<file path="config.mk">
export PLATFORM = sky130hd
export DESIGN_NAME = ipfc_cell
export DESIGN_NICKNAME = d
export VERILOG_FILES = /design/src/hdl/ip_pair_flow_counter_macros.svh /design/src/hdl/ipfc_pkg.sv /design/src/hdl/ipfc_cell.sv
export SDC_FILE = /design/constraint.sdc
export NUM_CORES = 1
export LEC_CHECK = 0
export BUFFER_PORTS_ARGS = -buffer_cell sky130_fd_sc_hd__buf_4
export CAP_MARGIN = 30
export CORE_MARGIN = 4
export CORE_UTILIZATION = 40
export DETAILED_ROUTE_END_ITERATION = 16
export GPL_TIMING_DRIVEN = 0
export SLEW_MARGIN = 20
export SYNTH_ARGS = -nofsm -noshare
export SYNTH_HDL_FRONTEND = slang
export SYNTH_SLANG_ARGS = --single-unit
</file>
<file path="constraint.sdc">
create_clock -name i_clk -period 9.05 [get_ports i_clk]
set_input_delay 1.3575 -clock i_clk [delete_from_list [all_inputs] [get_ports i_clk]]
set_output_delay 1.3575 -clock i_clk [all_outputs]
set_load 0.01 [all_outputs]
</file>
<file path="src/hdl/ip_pair_flow_counter_macros.svh">
// assertion macros for the flow counter table
`ifndef IP_PAIR_FLOW_COUNTER_MACROS_SVH
`define IP_PAIR_FLOW_COUNTER_MACROS_SVH

// same-cycle implication, checked out of reset
`define IPFC_ASSERT_NOW(lbl, clk, rst_n, ante, cons, msg) \
    lbl: assert property (@(posedge clk) disable iff (!rst_n) (ante) |-> (cons)) \
        else $error(msg);

// next-cycle implication, checked out of reset
`define IPFC_ASSERT_NEXT(lbl, clk, rst_n, ante, cons, msg) \
    lbl: assert property (@(posedge clk) disable iff (!rst_n) (ante) |=> (cons)) \
        else $error(msg);

`endif

</file>
<file path="src/hdl/ipfc_pkg.sv">
// shared types and constants of the flow counter table
`timescale 1ns / 1ps

package ipfc_pkg;

    localparam int TABLE_ENTRIES_DEF = 128;
    localparam int ENTRY_IDX_W       = 7;
    localparam int ADDR_W            = 32;
    localparam int CNT_W             = 32;
    localparam int PAIRS_W           = 8;

    localparam logic CMD_RECORD = 1'b0;
    localparam logic CMD_READ   = 1'b1;

    localparam logic [CNT_W-1:0] CNT_MAX = {CNT_W{1'b1}};

    typedef struct packed {
        logic                   cmd;
        logic [ADDR_W-1:0]      src_addr;
        logic [ADDR_W-1:0]      dst_addr;
        logic [ENTRY_IDX_W-1:0] read_index;
    } t_in_beat;

    typedef struct packed {
        logic [ENTRY_IDX_W-1:0] entry_index;
        logic [ADDR_W-1:0]      entry_src;
        logic [ADDR_W-1:0]      entry_dst;
        logic [CNT_W-1:0]       pair_count;
        logic                   was_new;
        logic                   dropped;
        logic                   entry_valid;
        logic [PAIRS_W-1:0]     pairs_in_use;
    } t_out_beat;

    // item walking the cell row
    typedef struct packed {
        logic                   active;
        logic                   cmd;
        logic [ADDR_W-1:0]      src;
        logic [ADDR_W-1:0]      dst;
        logic [ENTRY_IDX_W-1:0] read_index;
        logic                   found;
        logic                   fresh;
        logic [ENTRY_IDX_W-1:0] hit_idx;
        logic [ADDR_W-1:0]      hit_src;
        logic [ADDR_W-1:0]      hit_dst;
        logic [CNT_W-1:0]       hit_cnt;
    } t_token;

endpackage

</file>
<file path="src/hdl/ipfc_cell.sv">
// one table entry: compares, counts, appends, answers reads and hands the item on
`timescale 1ns / 1ps

module ipfc_cell #(
    parameter int TABLE_ENTRIES = ipfc_pkg::TABLE_ENTRIES_DEF,
    parameter int CELL_INDEX    = 0,
    localparam int USED_W       = $clog2(TABLE_ENTRIES + 1)
) (
    input  logic                i_clk,
    input  logic                i_rst_n,
    input  logic                i_mode,
    input  logic [USED_W-1:0]   i_used,
    input  ipfc_pkg::t_token    i_tok,
    output ipfc_pkg::t_token    o_tok
);

    localparam logic [USED_W-1:0] MY_POS = USED_W'(CELL_INDEX);
    localparam logic [ipfc_pkg::ENTRY_IDX_W-1:0] MY_IDX =
        ipfc_pkg::ENTRY_IDX_W'(CELL_INDEX);
    localparam bit IDX_REACH = CELL_INDEX < (1 << ipfc_pkg::ENTRY_IDX_W);

    logic [ipfc_pkg::ADDR_W-1:0] r_src, n_src;
    logic [ipfc_pkg::ADDR_W-1:0] r_dst, n_dst;
    logic [ipfc_pkg::CNT_W-1:0]  r_cnt, n_cnt;
    ipfc_pkg::t_token            r_tok, n_tok;

    logic                        w_filled;
    logic                        w_append;
    logic                        w_match;
    logic [ipfc_pkg::CNT_W-1:0]  w_cnt_inc;

    always_comb begin
        w_filled  = MY_POS < i_used;
        w_append  = i_used == MY_POS;
        w_match   = w_filled &&
                    ((r_src == i_tok.src && r_dst == i_tok.dst) ||
                     (i_mode && r_src == i_tok.dst && r_dst == i_tok.src));
        w_cnt_inc = (r_cnt == ipfc_pkg::CNT_MAX) ? r_cnt : r_cnt + ipfc_pkg::CNT_W'(1);

        n_src = r_src;
        n_dst = r_dst;
        n_cnt = r_cnt;
        n_tok = i_tok;

        if (i_tok.active) begin
            if (i_tok.cmd == ipfc_pkg::CMD_RECORD) begin
                if (w_match) begin
                    n_cnt = w_cnt_inc;
                    if (!i_tok.found) begin
                        n_tok.found   = 1'b1;
                        n_tok.hit_idx = MY_IDX;
                        n_tok.hit_src = r_src;
                        n_tok.hit_dst = r_dst;
                        n_tok.hit_cnt = w_cnt_inc;
                    end
                end else if (w_append && !i_tok.found) begin
                    n_src         = i_tok.src;
                    n_dst         = i_tok.dst;
                    n_cnt         = ipfc_pkg::CNT_W'(1);
                    n_tok.found   = 1'b1;
                    n_tok.fresh   = 1'b1;
                    n_tok.hit_idx = MY_IDX;
                    n_tok.hit_src = i_tok.src;
                    n_tok.hit_dst = i_tok.dst;
                    n_tok.hit_cnt = ipfc_pkg::CNT_W'(1);
                end
            end else if (IDX_REACH && w_filled && i_tok.read_index == MY_IDX) begin
                n_tok.found   = 1'b1;
                n_tok.hit_idx = MY_IDX;
                n_tok.hit_src = r_src;
                n_tok.hit_dst = r_dst;
                n_tok.hit_cnt = r_cnt;
            end
        end
    end

    always_ff @(posedge i_clk) begin
        r_src <= n_src;
        r_dst <= n_dst;
        r_cnt <= n_cnt;
        if (!i_rst_n) begin
            r_tok <= '0;
        end else begin
            r_tok <= n_tok;
        end
    end

    assign o_tok = r_tok;

endmodule

</file>
# Word level (Yosys, flattened, before mapping)
# Index checks and enable logic that the tools add are counted.
# word_totals
ff_bits	274
input_bits	189
wordCells	50
# classes
n_addsub	1
magnitude_cmp	1
eq_ne	5
n_mux	14
bitwise_logic	2
reduce_logical	13
# op_table
operator	n
$mux W103	4
$mux W105	2
$eq A32 B32 Y1	4
$mux W32	3
$add A32 B1 Y32 const B	1
$eq A32 B32 Y1 const B	1
$logic_not A8 Y1	1
$lt A1 B8 Y1 const A	1
$logic_not A7 Y1	1
$logic_and A1 B1 Y1	6
$mux W1	5
$reduce_and A4 Y1	1
$reduce_and A3 Y1	1
$not A1 Y1	2
$reduce_bool A2 Y1	1
$logic_not A1 Y1	1
$logic_or A1 B1 Y1	1

# Depth between registers and ports, before layout
# depth
word_depth	8
mapped_depth	10
ltp_nobuf	8

# Least setup slack after synthesis
# No wires, ideal clock.
# synth_timing
kind	input to register
from	input port i_used[2]
to	register r_dst[0] (netlist bit), enable pin
arrival_time_ns	6.957
required_time_ns	8.483
slack_ns	1.526
stages	4
cell_sequence	nor4_1 -> nand2_1 -> clkbuf_1 -> nor3_1
# synth_between
elab_chain_cells	4
# synth_lines
item	line	rtl
start, declared	ipfc_cell.sv:12	input logic [USED_W-1:0] i_used,
$lt A1 B8 Y1	ipfc_cell.sv:33	w_filled = MY_POS < i_used;
$logic_and A1 B1 Y1	ipfc_cell.sv:35	w_match = w_filled &&
$not A1 Y1 (no source line)	-	
$reduce_and A4 Y1 (no source line) *	-	
end signal, assigned	ipfc_cell.sv:79	r_dst <= n_dst;
end, declared	ipfc_cell.sv:23	logic [ipfc_pkg::ADDR_W-1:0] r_dst, n_dst;
# Mark *: on every way between the ends. The rest lies on a longest branch, timed or not.
# A chain may end at the register's enable or synchronous reset.

# Final worst setup path
# layout_timing
from	input port i_tok[159] (netlist bit)
to	register r_cnt[25] (netlist bit), enable pin
# layout_between
elab_chain_cells	6
# layout_lines
item	line	rtl
start, declared	ipfc_cell.sv:13	input ipfc_pkg::t_token i_tok,
$eq A32 B32 Y1, on equally long branches	ipfc_cell.sv:36, ipfc_cell.sv:37	
$logic_and A1 B1 Y1, on equally long branches	ipfc_cell.sv:36, ipfc_cell.sv:37	
$logic_or A1 B1 Y1 *	ipfc_cell.sv:36	((r_src == i_tok.src && r_dst == i_tok.dst) ||
$logic_and A1 B1 Y1 *	ipfc_cell.sv:35	
$reduce_bool A2 Y1 (no source line) *	-	
$reduce_and A3 Y1 (no source line) *	-	
end signal, assigned	ipfc_cell.sv:80	r_cnt <= n_cnt;
end, declared	ipfc_cell.sv:24	logic [ipfc_pkg::CNT_W-1:0] r_cnt, n_cnt;
# Marks and branches as above.

==> impl_results.md <==
- Status: complete, no violations
- Worst EP required: 9.31 ns
- Cell area after layout: 17600 sq um
- Non-filler cells, final: 2140
- Clock sink total: 274
- Placed cell area: 16500 sq um
- Drt total wl: 50700 um
- All-Layer GR Usage: 26.8%
- Post-Syn Instances: 1266
- Initial DRC count: 1192
- Most frequent cell after synthesis: dfxtp_1
- Met2 usage: 44.1%
- Final setup vio count: 0
- Root buffer cell: clkbuf_16
- Post-CTS Resized: 0
- Setup slack after layout: 4.79 ns
- Core Rows: 66
- Gr ovfl total: 0
- Clock-pin slew on the worst setup and hold paths: 0.05 ns
- Die area: 35800 sq um
- Synth Register Bits: 274
- Fin crit share: 47.1%
- Initial antenna violation count: 5
- Syn. warnings: 0
- Mapped Nets: 1456
- Area leader, netlist: dfxtp_1
- Via-to-Cell Ratio: 5.73
- Crit path max fanout: 21
- Vias in the first global route: 12.1k
- Post-CTS Setup Inserts: 0
- Largest net degree at the start of global routing: 22
- Post-synth EDFFs: 96
- RePlAce Congestion: 0.989
- Layout cells sized above 1: 30.4%
- Grt met3 use: 5.83%
- Drt first pass iters: 6
- Crit path DAT: 4.52 ns
- Syn Std Cell Area: 13100 sq um
- Crit. End Element: flip-flop
- # hold bufs at CTS: 0
- IO buf count: 363
- P_leak: 7.07 nW
- Fin nets: 1862
- Post-synth ARST share: 0%
- Die X-Extent: 189 um
- Synth top area share: 27.1%
- Xor/xnor share of the synthesized area: 9.99%
- Pwr dens: 170 nW/um^2
- Final Slew Violations: 0
- Residual DRC: 0
- Initial Util: 40.5%
- Worst slew pin tran: 0.897 ns
- Most instantiated cells after synthesis: 178 x dfxtp_1, 116 x xor2_1, 96 x edfxtp_1, 88 x o221ai_1, 74 x and2_1
- Cell count of the worst hold path: 2
- TritonCTS clock tree: yes
- H-tree levels: 1
- Top_reg_cell synth: dfxtp_1
- Num CTS Buffers: 31
- Global-route wire length before repair: 74700 um
- Setup CP Type: in -> reg
- Boundary Pins: 367
- Clock Skew: 0.0129 ns
- Core area: 32500 sq um
- Compound-Gate Fraction of Synth Area: 19.3%
- Final Hold Fails: 0
- Largest family of logic cells by synthesized area: compound AO/OA/AOI/OAI gates
- Total power: 2.99 mW
- Max-cap check violation count: 0
- Antenna viol nets, final: 0
- Inst Count DP: 2080
- Area Overhead vs Synth: 33.6%
- Max Root-Sink Buffers: 3
- Clk_lat worst skew: 0.56 ns
- DR vias: 12.3k
- Worst slew margin: 39.6%
- Mux share of post-synthesis cell area: 0.152%
- Dpl hpwl: 38700 um
- VDD IR-drop max: 0.140 mV
- Area contributors post-synth: dfxtp_1 27%, edfxtp_1 22%, xor2_1 7.7%
- Global route hottest layer: met2
- GR met1 Demand/Resource: 35.5%
- Simple-Gate Fraction of Synth Area: 17.0%
- Die height: 189 um
- RSZ-0062 raised after global routing: no
- Reg2reg path depth: 9
- Sequential area share after synthesis: 49.0%
- Setup Slack @ Placement: 4.39 ns
- HP Class: reg -> reg
- Routed WL per cell: 23.7 um
- Mean area per synthesized cell: 10.4 sq um
- Post-synthesis adder-cell area fraction: 0.0952%
- Synth cell types: 58
- R2R Setup Slk: 5.25 ns
- Worst Setup Start Kind: primary input
- Post-route minimum period: 4.26 ns
- Max frequency: 235 MHz
path summary, 6_finish.rpt:
kind                           start                      end
max                       i_tok[159]  r_cnt[25]$_SDFFCE_PP0P_
min          r_cnt[23]$_SDFFCE_PP0P_     o_tok[23]$_SDFF_PN0_
max reg2reg      r_src[15]$_DFFE_PP_  r_cnt[25]$_SDFFCE_PP0P_
min reg2reg  r_cnt[23]$_SDFFCE_PP0P_     o_tok[23]$_SDFF_PN0_
cell usage in the layout, fill, tap and decap left out, types with 36 or more instances in the layout:
cell        n
nand2_1    63
o21ai_0    71
nor4_1     36
buf_4     373
clkbuf_1   72
and2_1     74
a21oi_1    69
nand3b_1   62
xor2_1    116
o221ai_1   88
o221a_2    55
nor2_1     54
dfxtp_1   178
inv_1      39
edfxtp_1   96
where the power goes:
group	switching, mW	internal (mW)	leakage, nW
Combinational	0.205	0.189	4.28
Clock	0.512	0.745	0.498
Sequential	0.0150	1.32	2.28
Total	0.733	2.26	7.07
routing by layer:
| metal | wire, um | part of all wire [%] | vias to the layer above |
|---|---|---|---|
| met3 | 4600 | 9.1 | 112 |
| met2 | 23800 | 47 | 623 |
| met5 | 43 | 0.085 | - |
| li1 | - | - | 5558 |
| met4 | 1600 | 3.1 | 6 |
| met1 | 20600 | 41 | 5954 |
layout make-up:
type | count | area (sq um)
clock buffer | 49 | 948
buffer | 87 | 445
antenna | 2 | 5.00
sequential | 274 | 6450
clock inverter | 8 | 68.8
tap | 442 | 553
timing repair buffer | 373 | 2830
fill | 2960 | 14900
inverter | 39 | 146
multi-input combinational | 866 | 6130
worst max-delay path, cell delays in order:
cell and delay [ns]:
buf_4 0.14, xor2_1 0.20, nor4_1 0.76, nand4_1 0.22, nor4_2 0.40, a41o_1 0.15, buf_4 0.18, nand2_1 0.30
a21oi_4 0.56, buf_16 0.24
registers in the layout (all words and copies together) (netlist names):
signal  count
r_cnt      32
o_tok     178
r_src      32
r_dst      32
per-stage QoR:
stage / TNS (ns) / hold slack [ns] / util (%)
CTS: 0 / 0.550 / 54.1
detailed placement: 0 / 0.528 / 51.0
finish: 0 / 0.555 / 54.1
global route: 0 / 0.598 / 54.1
global placement: -127.90 / 0.535 / 50.6
floorplan: 0 / 0.496 / -
logic make-up (layout without fill, tap and decap cells):
logic type,Yosys count,after routing
other,0,2
AOI/OAI and AO/OA,329,329
DFF,274,274
and+or+nand+nor,384,384
xor gates and xnor gates,150,150
adders and majority gates,1,1
buffers and inverters,126,556
muxes,2,2
Note: power is estimated with default switching activity, not from simulation.
